$ cat config.mk
export PLATFORM = sky130hd
export DESIGN_NAME = md5_stream_hash_unit_flat
export DESIGN_NICKNAME = d
export VERILOG_FILES = /design/src/hw/rtl/md5sh_pkg.sv /design/src/hw/rtl/md5sh_if.sv /design/src/hw/rtl/md5_stream_hash_unit.sv /design/src/hw/rtl/md5sh_buf.sv /design/src/hw/rtl/md5sh_core.sv /design/src/flat_wrapper.sv
export VERILOG_INCLUDE_DIRS = /design/src /design/src/hw/rtl
export SDC_FILE = /design/constraint.sdc
export NUM_CORES = 2
export LEC_CHECK = 0
export ABC_AREA = 1
export ABC_CLOCK_PERIOD_IN_PS = 8950
export CAP_MARGIN = 20
export CORE_MARGIN = 2
export CORE_UTILIZATION = 60
export DETAILED_ROUTE_END_ITERATION = 8
export DONT_BUFFER_PORTS = 1
export PLACE_DENSITY = 0.76
export SETUP_SLACK_MARGIN = 0.4
export SLEW_MARGIN = 20
export SYNTH_ARGS = -nofsm -noshare
export SYNTH_HDL_FRONTEND = slang
export SYNTH_SLANG_ARGS = --single-unit
$ cat constraint.sdc
create_clock -name clk -period 8.95 [get_ports clk]
set_input_delay 0.895 -clock clk [delete_from_list [all_inputs] [get_ports clk]]
set_output_delay 0.895 -clock clk [all_outputs]
set_load 0.01 [all_outputs]
$ cat src/hw/rtl/assert_macros.svh
// Assertion macros used by the MD5 stream hash RTL.
// Included by md5_stream_hash_unit for its concurrent checks; no other dependencies.
`ifndef ASSERT_MACROS_SVH
`define ASSERT_MACROS_SVH
`ifndef SYNTH
// Flags any clock edge at which the expression holds.
`define ASSERT_NEVER(lbl, clk, rstn, expr, msg) \
    lbl: assert property (@(posedge clk) disable iff (!rstn) !(expr)) else $error(msg);
// Flags any clock edge at which the antecedent holds and the consequent does not.
`define ASSERT_IMPLY(lbl, clk, rstn, ante, cons, msg) \
    lbl: assert property (@(posedge clk) disable iff (!rstn) (ante) |-> (cons)) else $error(msg);
`else
`define ASSERT_NEVER(lbl, clk, rstn, expr, msg)
`define ASSERT_IMPLY(lbl, clk, rstn, ante, cons, msg)
`endif
`endif

$ cat src/hw/rtl/md5sh_pkg.sv
// Package for the MD5 stream hash: constants, round tables and control structs.
// No dependencies; used by every module of the block.
`timescale 1ns / 1ps

package md5sh_pkg;

    localparam logic [31:0] INIT_A = 32'h67452301;
    localparam logic [31:0] INIT_B = 32'hefcdab89;
    localparam logic [31:0] INIT_C = 32'h98badcfe;
    localparam logic [31:0] INIT_D = 32'h10325476;

    localparam logic [7:0] PAD_BYTE = 8'h80;
    localparam logic [5:0] LEN_POS  = 6'd56;
    localparam logic [5:0] LAST_POS = 6'h3F;
    localparam logic [6:0] ROUNDS   = 7'd64;

    localparam logic [31:0] ROUND_K [64] = '{
        32'hd76aa478, 32'he8c7b756, 32'h242070db, 32'hc1bdceee,
        32'hf57c0faf, 32'h4787c62a, 32'ha8304613, 32'hfd469501,
        32'h698098d8, 32'h8b44f7af, 32'hffff5bb1, 32'h895cd7be,
        32'h6b901122, 32'hfd987193, 32'ha679438e, 32'h49b40821,
        32'hf61e2562, 32'hc040b340, 32'h265e5a51, 32'he9b6c7aa,
        32'hd62f105d, 32'h02441453, 32'hd8a1e681, 32'he7d3fbc8,
        32'h21e1cde6, 32'hc33707d6, 32'hf4d50d87, 32'h455a14ed,
        32'ha9e3e905, 32'hfcefa3f8, 32'h676f02d9, 32'h8d2a4c8a,
        32'hfffa3942, 32'h8771f681, 32'h6d9d6122, 32'hfde5380c,
        32'ha4beea44, 32'h4bdecfa9, 32'hf6bb4b60, 32'hbebfbc70,
        32'h289b7ec6, 32'heaa127fa, 32'hd4ef3085, 32'h04881d05,
        32'hd9d4d039, 32'he6db99e5, 32'h1fa27cf8, 32'hc4ac5665,
        32'hf4292244, 32'h432aff97, 32'hab9423a7, 32'hfc93a039,
        32'h655b59c3, 32'h8f0ccc92, 32'hffeff47d, 32'h85845dd1,
        32'h6fa87e4f, 32'hfe2ce6e0, 32'ha3014314, 32'h4e0811a1,
        32'hf7537e82, 32'hbd3af235, 32'h2ad7d2bb, 32'heb86d391
    };

    // Start and clear requests from the sequencer to the compression core.
    typedef struct packed {
        logic start;
        logic clear;
    } core_ctl_t;

    // Status reported back by the compression core.
    typedef struct packed {
        logic busy;
        logic done;
    } core_sts_t;

    // Left-rotate amount of a round.
    function automatic logic [4:0] rot_amt(input logic [5:0] rnd);
        logic [4:0] s;
        case ({rnd[5:4], rnd[1:0]})
            4'd0:    s = 5'd7;
            4'd1:    s = 5'd12;
            4'd2:    s = 5'd17;
            4'd3:    s = 5'd22;
            4'd4:    s = 5'd5;
            4'd5:    s = 5'd9;
            4'd6:    s = 5'd14;
            4'd7:    s = 5'd20;
            4'd8:    s = 5'd4;
            4'd9:    s = 5'd11;
            4'd10:   s = 5'd16;
            4'd11:   s = 5'd23;
            4'd12:   s = 5'd6;
            4'd13:   s = 5'd10;
            4'd14:   s = 5'd15;
            default: s = 5'd21;
        endcase
        return s;
    endfunction

    // Message word consumed by a round; the round's group offset vanishes modulo 16.
    function automatic logic [3:0] msg_idx(input logic [5:0] rnd);
        logic [3:0] n;
        logic [3:0] g;
        n = rnd[3:0];
        case (rnd[5:4])
            2'd0:    g = n;
            2'd1:    g = 4'(n * 4'd5 + 4'd1);
            2'd2:    g = 4'(n * 4'd3 + 4'd5);
            default: g = 4'(n * 4'd7);
        endcase
        return g;
    endfunction

    // Nonlinear mixing function of each group of sixteen rounds.
    function automatic logic [31:0] round_f(input logic [1:0] grp, input logic [31:0] b,
                                            input logic [31:0] c, input logic [31:0] d);
        logic [31:0] f;
        case (grp)
            2'd0:    f = (b & c) | (~b & d);
            2'd1:    f = (b & d) | (c & ~d);
            2'd2:    f = b ^ c ^ d;
            default: f = c ^ (b | ~d);
        endcase
        return f;
    endfunction

endpackage

$ cat src/hw/rtl/md5sh_if.sv
// Stream interfaces of the MD5 stream hash: byte input and digest output.
// Plain valid/ready channels; no package dependency.
`timescale 1ns / 1ps

interface md5sh_in_if;
    logic       valid;
    logic       ready;
    logic [7:0] data_byte;
    logic       has_byte;
    logic       last;

    modport source(output valid, output data_byte, output has_byte, output last, input ready);
    modport sink(input valid, input data_byte, input has_byte, input last, output ready);
endinterface

interface md5sh_out_if;
    logic        valid;
    logic        ready;
    logic [63:0] digest_low;
    logic [63:0] digest_high;

    modport source(output valid, output digest_low, output digest_high, input ready);
    modport sink(input valid, input digest_low, input digest_high, output ready);
endinterface

$ cat src/hw/rtl/md5_stream_hash_unit.sv
// Top level of the MD5 stream hash: byte sequencer, padding and digest output.
// Uses md5sh_pkg, md5sh_if, md5sh_buf, md5sh_core and assert_macros.svh.
//
//   channel   dir  payload                         handshake
//   in_ch     in   data_byte[7:0] has_byte last    valid/ready
//   out_ch    out  digest_low[63:0] digest_high    valid/ready
//
// A byte is accepted whenever in_ch.ready is high. The byte that fills a 64-byte
// block is followed by compression in md5sh_core (64 rounds, one per cycle, each
// reading one message word from the single read port of md5sh_buf, plus the
// chaining add), during which in_ch.ready is low. A transfer marked last starts the
// padding: one byte per cycle (9 to 72 bytes) plus one or two compressions, then
// the digest is loaded into the output register once that register is free. Reset
// is asynchronous and needs no clearing pass; the output register lets a new message
// start while the previous digest still waits on out_ch.
`timescale 1ns / 1ps
`include "assert_macros.svh"

module md5_stream_hash_unit
    import md5sh_pkg::*;
(
    input  logic            clk,
    input  logic            rst_n,
    md5sh_in_if.sink        in_ch,
    md5sh_out_if.source     out_ch
);

    typedef enum logic [3:0] {
        ST_IDLE = 4'b0001,
        ST_PAD  = 4'b0010,
        ST_COMP = 4'b0100,
        ST_DONE = 4'b1000
    } state_t;

    state_t      state_reg, state_next;
    logic [5:0]  pos_reg, pos_next;
    logic [23:0] wasm_reg, wasm_next;
    logic [63:0] bitlen_reg, bitlen_next;
    // sent80: the 0x80 marker is in; final: the current block carries the length;
    // close: the message is being closed; fin: the last block has been handed over.
    logic        sent80_reg, sent80_next;
    logic        final_reg, final_next;
    logic        close_reg, close_next;
    logic        fin_reg, fin_next;
    logic        out_valid_reg, out_valid_next;
    logic [63:0] out_low_reg, out_low_next;
    logic [63:0] out_high_reg, out_high_next;

    logic        accept;
    logic        put;
    logic [7:0]  put_byte;
    logic [7:0]  pad_byte;
    logic        blk_full;
    logic        buf_we;
    logic [3:0]  buf_raddr;
    logic [31:0] buf_rdata;
    core_ctl_t   core_ctl;
    core_sts_t   core_sts;
    logic [127:0] chain;

    assign in_ch.ready = (state_reg == ST_IDLE);
    assign accept      = in_ch.valid && in_ch.ready;

    // Padding byte: the marker first, then zeros, then the bit length little-endian
    // in the last eight positions of the final block.
    always_comb
    begin
        if (!sent80_reg)
        begin
            pad_byte = PAD_BYTE;
        end
        else if (final_reg && (pos_reg >= LEN_POS))
        begin
            pad_byte = bitlen_reg[{pos_reg[2:0], 3'b000} +: 8];
        end
        else
        begin
            pad_byte = '0;
        end
    end

    always_comb
    begin
        put      = 1'b0;
        put_byte = pad_byte;
        if (state_reg == ST_IDLE)
        begin
            put      = accept && in_ch.has_byte;
            put_byte = in_ch.data_byte;
        end
        else if (state_reg == ST_PAD)
        begin
            put = 1'b1;
        end
    end

    assign blk_full = put && (pos_reg == LAST_POS);
    // Bytes gather into a word; the fourth byte writes the whole word.
    assign buf_we   = put && (pos_reg[1:0] == 2'b11);

    always_comb
    begin
        wasm_next = wasm_reg;
        case (pos_reg[1:0])
            2'd0:    wasm_next[7:0]   = put_byte;
            2'd1:    wasm_next[15:8]  = put_byte;
            2'd2:    wasm_next[23:16] = put_byte;
            default: wasm_next = wasm_reg;
        endcase
        if (!put)
        begin
            wasm_next = wasm_reg;
        end
    end

    always_comb
    begin
        state_next     = state_reg;
        pos_next       = put ? pos_reg + 6'd1 : pos_reg;
        bitlen_next    = bitlen_reg;
        sent80_next    = sent80_reg;
        final_next     = final_reg;
        close_next     = close_reg;
        fin_next       = fin_reg;
        out_valid_next = out_valid_reg && !out_ch.ready;
        out_low_next   = out_low_reg;
        out_high_next  = out_high_reg;
        core_ctl       = '0;

        unique case (state_reg)
            ST_IDLE:
            begin
                if (accept)
                begin
                    close_next = in_ch.last;
                    if (in_ch.has_byte)
                    begin
                        bitlen_next = bitlen_reg + 64'd8;
                    end
                    if (blk_full)
                    begin
                        core_ctl.start = 1'b1;
                        state_next     = ST_COMP;
                    end
                    else if (in_ch.last)
                    begin
                        state_next = ST_PAD;
                    end
                end
            end
            ST_PAD:
            begin
                if (!sent80_reg)
                begin
                    sent80_next = 1'b1;
                    final_next  = (pos_reg < LEN_POS);
                end
                if (blk_full)
                begin
                    // A full block with the length in it ends the message; any
                    // other full block during padding makes the next one final.
                    if (final_reg)
                    begin
                        fin_next = 1'b1;
                    end
                    else
                    begin
                        final_next = 1'b1;
                    end
                    core_ctl.start = 1'b1;
                    state_next     = ST_COMP;
                end
            end
            ST_COMP:
            begin
                if (core_sts.done)
                begin
                    if (fin_reg)
                    begin
                        state_next = ST_DONE;
                    end
                    else if (close_reg)
                    begin
                        state_next = ST_PAD;
                    end
                    else
                    begin
                        state_next = ST_IDLE;
                    end
                end
            end
            ST_DONE:
            begin
                if (!out_valid_reg || out_ch.ready)
                begin
                    out_valid_next = 1'b1;
                    out_low_next   = chain[63:0];
                    out_high_next  = chain[127:64];
                    core_ctl.clear = 1'b1;
                    bitlen_next    = '0;
                    sent80_next    = 1'b0;
                    final_next     = 1'b0;
                    close_next     = 1'b0;
                    fin_next       = 1'b0;
                    pos_next       = '0;
                    state_next     = ST_IDLE;
                end
            end
            default:
            begin
                state_next = ST_IDLE;
            end
        endcase
    end

    always_ff @(posedge clk or negedge rst_n)
    begin
        if (!rst_n)
        begin
            state_reg     <= ST_IDLE;
            pos_reg       <= '0;
            bitlen_reg    <= '0;
            sent80_reg    <= 1'b0;
            final_reg     <= 1'b0;
            close_reg     <= 1'b0;
            fin_reg       <= 1'b0;
            out_valid_reg <= 1'b0;
        end
        else
        begin
            state_reg     <= state_next;
            pos_reg       <= pos_next;
            bitlen_reg    <= bitlen_next;
            sent80_reg    <= sent80_next;
            final_reg     <= final_next;
            close_reg     <= close_next;
            fin_reg       <= fin_next;
            out_valid_reg <= out_valid_next;
        end
    end

    always_ff @(posedge clk)
    begin
        wasm_reg     <= wasm_next;
        out_low_reg  <= out_low_next;
        out_high_reg <= out_high_next;
    end

    // Writes happen only while the core is idle, so a round never reads a word
    // that is being written; the write that completes a block goes to the last
    // word while the first round reads word zero.
    md5sh_buf u_buf (
        .clk   (clk),
        .we    (buf_we),
        .waddr (pos_reg[5:2]),
        .wdata ({put_byte, wasm_reg}),
        .raddr (buf_raddr),
        .rdata (buf_rdata)
    );

    md5sh_core u_core (
        .clk     (clk),
        .rst_n   (rst_n),
        .ctl     (core_ctl),
        .sts     (core_sts),
        .rd_addr (buf_raddr),
        .rd_data (buf_rdata),
        .chain   (chain)
    );

    assign out_ch.valid       = out_valid_reg;
    assign out_ch.digest_low  = out_low_reg;
    assign out_ch.digest_high = out_high_reg;

    `ASSERT_NEVER(a_no_write_in_comp, clk, rst_n, buf_we && core_sts.busy, "buffer write during compression")
    `ASSERT_IMPLY(a_done_in_comp, clk, rst_n, core_sts.done, state_reg == ST_COMP, "core done outside compression state")
    `ASSERT_IMPLY(a_done_aligned, clk, rst_n, state_reg == ST_DONE, pos_reg == 6'd0 && sent80_reg && final_reg, "digest taken before padding completed")

endmodule

$ cat src/hw/rtl/md5sh_buf.sv
// Block buffer of the MD5 stream hash: sixteen 32-bit message words.
// One write port, one read port with registered read data; uses md5sh_pkg.
`timescale 1ns / 1ps

module md5sh_buf
    import md5sh_pkg::*;
(
    input  logic        clk,
    input  logic        we,
    input  logic [3:0]  waddr,
    input  logic [31:0] wdata,
    input  logic [3:0]  raddr,
    output logic [31:0] rdata
);

    logic [31:0] mem [16];
    logic [31:0] rdata_reg;

    always_ff @(posedge clk)
    begin
        if (we)
        begin
            mem[waddr] <= wdata;
        end
        rdata_reg <= mem[raddr];
    end

    assign rdata = rdata_reg;

endmodule

$ cat src/hw/rtl/md5sh_core.sv
// MD5 compression core: one round per cycle, chaining words held here.
// Reads message words from md5sh_buf, whose read data is registered; uses md5sh_pkg.
`timescale 1ns / 1ps

module md5sh_core
    import md5sh_pkg::*;
(
    input  logic         clk,
    input  logic         rst_n,
    input  core_ctl_t    ctl,
    output core_sts_t    sts,
    output logic [3:0]   rd_addr,
    input  logic [31:0]  rd_data,
    output logic [127:0] chain
);

    logic        busy_reg, busy_next;
    logic [6:0]  rnd_reg, rnd_next;
    logic [31:0] a_reg, a_next, b_reg, b_next, c_reg, c_next, d_reg, d_next;
    logic [31:0] h0_reg, h0_next, h1_reg, h1_next, h2_reg, h2_next, h3_reg, h3_next;
    logic [5:0]  cur;
    logic [4:0]  s;
    logic [31:0] sum;
    logic [31:0] rot;
    logic        last_rnd;

    assign cur      = rnd_reg[5:0];
    assign s        = rot_amt(cur);
    assign last_rnd = busy_reg && (rnd_reg == ROUNDS);

    // The address for the next round is issued in the cycle before the round uses its word.
    assign rd_addr = ctl.start ? msg_idx(6'd0) : msg_idx(6'(cur + 6'd1));

    assign sum = a_reg + round_f(cur[5:4], b_reg, c_reg, d_reg) + ROUND_K[cur] + rd_data;
    assign rot = (sum << s) | (sum >> (6'd32 - {1'b0, s}));

    always_comb
    begin
        busy_next = busy_reg;
        rnd_next  = rnd_reg;
        a_next = a_reg;
        b_next = b_reg;
        c_next = c_reg;
        d_next = d_reg;
        h0_next = h0_reg;
        h1_next = h1_reg;
        h2_next = h2_reg;
        h3_next = h3_reg;
        if (ctl.clear)
        begin
            h0_next = INIT_A;
            h1_next = INIT_B;
            h2_next = INIT_C;
            h3_next = INIT_D;
        end
        if (ctl.start)
        begin
            busy_next = 1'b1;
            rnd_next  = '0;
            a_next = h0_reg;
            b_next = h1_reg;
            c_next = h2_reg;
            d_next = h3_reg;
        end
        else if (last_rnd)
        begin
            busy_next = 1'b0;
            h0_next = h0_reg + a_reg;
            h1_next = h1_reg + b_reg;
            h2_next = h2_reg + c_reg;
            h3_next = h3_reg + d_reg;
        end
        else if (busy_reg)
        begin
            a_next = d_reg;
            d_next = c_reg;
            c_next = b_reg;
            b_next = b_reg + rot;
            rnd_next = rnd_reg + 7'd1;
        end
    end

    always_ff @(posedge clk or negedge rst_n)
    begin
        if (!rst_n)
        begin
            busy_reg <= 1'b0;
            rnd_reg  <= '0;
            h0_reg   <= INIT_A;
            h1_reg   <= INIT_B;
            h2_reg   <= INIT_C;
            h3_reg   <= INIT_D;
        end
        else
        begin
            busy_reg <= busy_next;
            rnd_reg  <= rnd_next;
            h0_reg   <= h0_next;
            h1_reg   <= h1_next;
            h2_reg   <= h2_next;
            h3_reg   <= h3_next;
        end
    end

    always_ff @(posedge clk)
    begin
        a_reg <= a_next;
        b_reg <= b_next;
        c_reg <= c_next;
        d_reg <= d_next;
    end

    assign sts.busy = busy_reg;
    assign sts.done = last_rnd;
    assign chain    = {h3_reg, h2_reg, h1_reg, h0_reg};

endmodule
$ cat src/flat_wrapper.sv
// flat-port wrapper written by rule: the top's interface ports become plain ports
module md5_stream_hash_unit_flat import md5sh_pkg::*;
  (clk, rst_n, in_ch_valid, in_ch_data_byte, in_ch_has_byte, in_ch_last, in_ch_ready, out_ch_valid, out_ch_digest_low, out_ch_digest_high, out_ch_ready);
  md5sh_in_if in_ch_i ();
  md5sh_out_if out_ch_i ();
  input  logic clk;
  input  logic rst_n;
  input wire logic [$bits(in_ch_i.valid)-1:0] in_ch_valid;
  input wire logic [$bits(in_ch_i.data_byte)-1:0] in_ch_data_byte;
  input wire logic [$bits(in_ch_i.has_byte)-1:0] in_ch_has_byte;
  input wire logic [$bits(in_ch_i.last)-1:0] in_ch_last;
  output wire logic [$bits(in_ch_i.ready)-1:0] in_ch_ready;
  output wire logic [$bits(out_ch_i.valid)-1:0] out_ch_valid;
  output wire logic [$bits(out_ch_i.digest_low)-1:0] out_ch_digest_low;
  output wire logic [$bits(out_ch_i.digest_high)-1:0] out_ch_digest_high;
  input wire logic [$bits(out_ch_i.ready)-1:0] out_ch_ready;
  assign in_ch_i.valid = in_ch_valid;
  assign in_ch_i.data_byte = in_ch_data_byte;
  assign in_ch_i.has_byte = in_ch_has_byte;
  assign in_ch_i.last = in_ch_last;
  assign in_ch_ready = in_ch_i.ready;
  assign out_ch_valid = out_ch_i.valid;
  assign out_ch_digest_low = out_ch_i.digest_low;
  assign out_ch_digest_high = out_ch_i.digest_high;
  assign out_ch_i.ready = out_ch_ready;
  md5_stream_hash_unit u_core (.clk(clk), .rst_n(rst_n), .in_ch(in_ch_i), .out_ch(out_ch_i));
endmodule
Word-level counts from Yosys, hierarchy flattened
Memory sizes are Yosys's and may differ from the RTL's. A register that Yosys moved wholly into a read port is not among the register bits.
Cells that the tools add are included.

operators by class
  reduce and logical (&&, ||, !) cells = 27
  $lt $le $gt $ge = 3
  equal/unequal tests = 21
  add/sub/neg operators = 15
  $mul = 3
  mux-type cells = 75
  bitwise logic cells = 14
  shifts and indexed selects = 3

operators by type and width
  cell                   count
  $mux 32                26
  $add 32x32->32         8
  $mux 64                3
  $and 32x32->32         4
  $or 32x32->32          4
  $pmux 64 s2            1
  $pmux 32 s3            1
  $xor 32x32->32         3
  $add 64x4->64 const B  1
  $not 32->32            2
  $shiftx 64x7->8        1
  $mux 4                 8
  $shl 32x5->32          1
  $shr 32x6->32          1
  $mux 8                 3
  $mux 7                 3
  $mux 1                 19
  $mux 6                 3
  $pmux 4 s4             1
  $add 6x1->6 const B    2
  $pmux 4 s3             1
  $reduce_and 2->1       6
  $pmux 1 s2             5
  $eq 2x2->1 const B     4
  29 further kinds       50

storage, ports and cells
  word-level logic and storage cells = 187
  bits of input ports = 14
  memory bits (writable) = 512
  memories kept = 3
  flip-flop bits (word level) = 495
  output and inout bits = 130
  memory bits (read-only) = 2,128

memory list
  memory            words  bits a word  rd ports  clocked after Yosys merged registers in  write ports  line              source
  (no name shown)   64     32           1         0                                        0            md5sh_core.sv:34  assign sum = a_reg + round_f(cur[5:4], b_reg, c_reg, d_reg) + ROUND_K[cur] + rd_data;
  u_core.u_buf.mem  16     32           1         1                                        1            md5sh_buf.sv:16   logic [31:0] mem [16];
  (no name shown)   16     5            1         0                                        0            md5sh_pkg.sv:51   case ({rnd[5:4], rnd[1:0]})

Depth between registers and ports, before layout
  depth after elaboration = 13
  depth in mapped cells = 54
  gate-level depth less buffers = 52

Cells and area by module
Synthesis repeated with hierarchy kept, for this count alone.

second synthesis, totals
  cells, all modules = 8,014
  area, all modules = 64,162.8 um^2

modules (own cells, without submodules)
  module                sequential area each (um^2)  cells each  times used  area each (um^2)
  md5sh_core            7,327.0                      4,776       1           31,016.0
  md5sh_buf             16,015.4                     2,120       1           22,730.6
  md5_stream_hash_unit  6,467.5                      1,118       1           10,416.2

Worst setup path before layout
Ideal clock, no wire load.

  path kind = reg-to-reg
  from = register u_core.u_core.rnd_reg[1]
  to = register u_core.u_core.b_reg[20], data pin
  stages on the path, launching flop included = 47
  buffers on the path = 2
  library setup time = 0.264 ns
  path slack = 1.375 ns
  required time = 8.686 ns
  arrival = 7.312 ns
  clock period less this slack = 7.575 ns
  cell sequence = dfrtp_1 > buf_2 > inv_1 > ha_1 > buf_2 > nand2_1 > inv_1 > nor2_1 > nand2_1 > o211ai_1 > o2111ai_1 > fa_1 > inv_1 > fa_1 > inv_1 > ha_1 > inv_1 > fa_1 > [11 not listed] > nand3_1 > nand3_1 > nand2_1 > o21ai_0 > nand2_1 > ha_1 > fa_1 > nand3_1 > nand3_1 > a21oi_1 > o21ai_0 > a21boi_0 > o21ai_0 > a21boi_0 > o21ai_0 > or2_2 > nand3_1 > o21ai_0

between the ends
  longest elaborated chain between the ends = 12
  elaborated cells between the ends (all ways) = 15
  classes of those cells = 4 x add/sub; 2 x shift; 5 x mux; 2 x bitwise; 2 x memory

ends and longest elaborated chain
  item                                            line               source
  from (decl)                                     md5sh_core.sv:18   logic [6:0] rnd_reg, rnd_next;
  from (signal assigned)                          md5sh_core.sv:97   rnd_reg <= rnd_next;
  $not 6->7 (implied by the code)                 md5sh_core.sv:34
  $mem_v2 64x32                                   -
  $mux 32 (implied by the code) (2 in a row)      md5sh_core.sv:34
  $add 32x32->32 (2 in a row)                     md5sh_core.sv:34
  $shr 32x6->32 or $shl 32x5->32 (tied branches)  md5sh_core.sv:35   assign rot = (sum << s) | (sum >> (6'd32 - {1'b0, s}));
  $or 32x32->32 (*)                               md5sh_core.sv:35
  $add 32x32->32 (*)                              md5sh_core.sv:78   b_next = b_reg + rot;
  $mux 32 (*)                                     md5sh_core.sv:73   else if (busy_reg)
  $mux 32 (*)                                     md5sh_core.sv:65   else if (last_rnd)
  $mux 32 (*)                                     md5sh_core.sv:56   if (ctl.start)
  named net u_core.u_core.b_next[20]              md5sh_core.sv:19   logic [31:0] a_reg, a_next, b_reg, b_next, c_reg, c_next, d_reg, d_next;
  to (signal assigned)                            md5sh_core.sv:108  b_reg <= b_next;
  to (decl)                                       md5sh_core.sv:19

The timed path passes the listed nets; every way through them passes the cells marked *. The select of a mux whose other input is x is not followed.
A chain may end at the register's enable or synchronous reset.

Final worst setup path
  from = register u_core.u_core.rnd_reg[0]
  to = register u_core.u_core.b_reg[21], data pin

The elaborated chain is that of the path after synthesis.

==> metrics <==
Clock Tree Root clkbuf_16; Post-Syn Instances 7019; Die H 324 um; Worst path depth 45; PortBufs 0; number of H-tree levels 3; CTS tree yes; Post-Route Skew 0.0523 ns; Max Freq 122 MHz; worst-margin pin slew 1.23 ns; Overflow after GRT 0; std cell rows 117; worst-case reg-to-reg path depth 45; layout cell share with drive strength beyond 1 0.0797; detailed-route via count 53600; RSZ-0062 raised after global routing no; Post-Synth XOR/XNOR Area 0.0145; clock tree buffer depth 3; maxcap violations 0; first-pass GRT wire length 313000 um; Avg WL per Cell 25.2 um; Final setup viols 0; slowest stage cell on the critical path fa_1; Critical Path Source u_core.u_core.rnd_reg[0]$_DFFE_PN0P_; utilization after layout 0.660; Compound-Gate Fraction of Synth Area 0.154; final wirelength 213000 um; Synth Area in Adders 0.0660; Setup TNS 0 ns; Die Wd 324 um; Layout area overhead 9.15%; commonest cells after routing, fill and taps aside nand2_1, inv_1, edfxtp_1; Synth Area in Simple Gates 0.208; top_reg_cell synth edfxtp_1; FF+latch count, synth 1036; CP Data Arrival Time 8.60 ns; Post-Layout Inst Area 67000 sq um; Placement Cell Area 63300 sq um; HP Class in -> async; critical path endpoint u_core.u_core.b_reg[21]$_DFFE_PP_; leading area contributor after synthesis edfxtp_1; Setup crit end kind flop; post-synthesis mux area share 0.000815; largest family of logic cells by synthesized area simple AND/OR/NAND/NOR gates; commonest non-fill, non-tap cell in the layout nand2_1; Num Clock Sinks 1036; vias in the first global route 50500; die area 105000 sq um; CTS Buf Count 105; DP HPWL 147000 um; cell repeated most along the worst path nand2_1; Worst setup SP type flop; crit path buf inv count 6; Synth top area share 0.387; Worst Path Max Fanout 8; antenna violations before repair 2; Post-route DRC 0; pin count of the biggest net entering global routing 148; top post-synthesis cells by area edfxtp_1, nand2_1, dfrtp_1; slew margin rel. 0.179; Final Critical Period 8.17 ns; Final Hold Viols 0; Clock Pin Slew Worst Setup and Hold Paths 0.06 ns; period utilisation layout 0.913; reg2reg end u_core.u_core.b_reg[21]$_DFFE_PP_; worst skew pair latency 0.74 ns; syn_area_per_cell 8.75 sq um; outcome finished clean; Critical Path RT 9.38 ns; via/cell ratio 6.34; Iteration-0 DRC Markers 6769; Nets 7294; gpl congestion 1.06; GR Util All Layers 0.402; post-synthesis sequential area ratio 0.485; Post-synth ARST share 0.205; Netlist Area Pre-Place 61400 sq um; Core ar. 102000 sq um; delay-heaviest family, CP simple AND/OR/NAND/NOR gates; ANT nets after route 0; Hold Slack 0.0283 ns; num ports 144; CP Class reg -> reg; Max Slew Vio Count 0; syn_nets 7317; max reg flops 512; Critical Path Max Stage Delay 0.60 ns; Largest Register u_core.u_buf.mem; FF-to-FF Start u_core.u_core.rnd_reg[0]$_DFFE_PN0P_; synthesis warning total 0; TritonRoute pass-1 iters 8; Initial Utilization 0.605; Post-synth EDFFs 792; Netlist cell types 78; Reg2Reg Setup Slack 0.78 ns
-- worst reg2reg max path: cells and delay by family (launching register included) --
| kind | cells | cell delay [ns] |
|---|---|---|
| AOI/OAI and AO/OA | 9 | 1.73 |
| adders and majority gates | 5 | 2.11 |
| buffers and inverters | 6 | 0.75 |
| DFF | 1 | 0.42 |
| and+or+nand+nor | 25 | 2.88 |
-- kinds of logic (layout without fill, tap and decap cells) --
logic type      count (synthesis)  after routing
flops                        1036           1036
buf+inv                      1122           1192
fa+ha+maj                     284            284
xor+xnor                       99             99
mux                             5              5
other cells                     0              3
compound gates               1599           1599
simple gates                 2874           2874
-- synthesized netlist by cell type, types with 14 or more instances --
master and instances:
or2_2 41, a31oi_1 29, xnor2_1 42, nor2_1 491, a221oi_1 14, a21oi_1 479
inv_1 817, o211ai_1 231, a21o_1 14, nor4_1 35, clkbuf_1 152, o21a_1 24
o31ai_1 19, nor3_1 106, nand2_1 1316, or2_1 149, nand3_1 611, dfstp_2 65
o21ai_0 524, nand4_1 56, fa_1 67, xor2_1 55, inv_2 22, dfrtp_1 147
o21bai_1 58, dfxtp_1 32, buf_2 84, ha_1 217, buf_1 27, edfxtp_1 792
o22ai_1 77, o311ai_1 19, o21ai_1 19, buf_4 15
-- timing repair --
item                                    4_1_cts  5_1_grt
cloned                                        0        0
pin swaps                                     0        2
endpoints found under the setup margin       18       23
hold buffers                                  1        0
resized for setup                             6       66
buffers inserted                              0        2
endpoints found under the hold margin       147        0
-- final cells by class --
type,instances,area (sq um)
Clock buffer,137,2860
Tap cell,1368,1710
Inverter,843,3200
Sequential cell,1036,29800
Timing Repair Buffer,149,1220
Multi-Input combinational cell,4861,27500
Clock inverter,63,687
Antenna cell,3,7.51
Fill cell,8081,34600
-- stage by stage --
step                instances  setup slack, ns
floorplan                7019             1.37
global placement         8254           0.0456
detailed placement       8254            0.122
CTS                      8455            0.431
global route             8457            0.353
finish                   8460            0.780
-- routing by layer --
| metal | GRT usage | vias to the layer above | share of wire |
|---|---|---|---|
| met5 | 0 | - | 0.000047 |
| met4 | 0.270 | 2 | 0.076 |
| met1 | 0.528 | 25400 | 0.38 |
| met2 | 0.621 | 3215 | 0.45 |
| li1 | - | 24300 | - |
| met3 | 0.0588 | 644 | 0.097 |
-- worst min-delay path by stage --
stage | start | to | slack, ns | depth (start not counted)
2_1_floorplan | u_core.bitlen_reg[36]$_DFFE_PN0P_ | u_core.bitlen_reg[36]$_DFFE_PN0P_ | 0.43 | 1
3_3_place_gp | u_core.bitlen_reg[36]$_DFFE_PN0P_ | u_core.bitlen_reg[36]$_DFFE_PN0P_ | 0.45 | 1
3_5_place_dp | u_core.bitlen_reg[36]$_DFFE_PN0P_ | u_core.bitlen_reg[36]$_DFFE_PN0P_ | 0.47 | 1
4_1_cts | rst_n | u_core.u_core.h3_reg[28]$_DFF_PN1_ | 0.006 | 0
5_1_grt | rst_n | u_core.u_core.h3_reg[28]$_DFF_PN1_ | 0.009 | 0
6_report | rst_n | u_core.u_core.h3_reg[28]$_DFF_PN1_ | 0.03 | 0
Power is not shown: default switching activity piles up to over one toggle a cycle in this logic, so the estimate is an artifact.
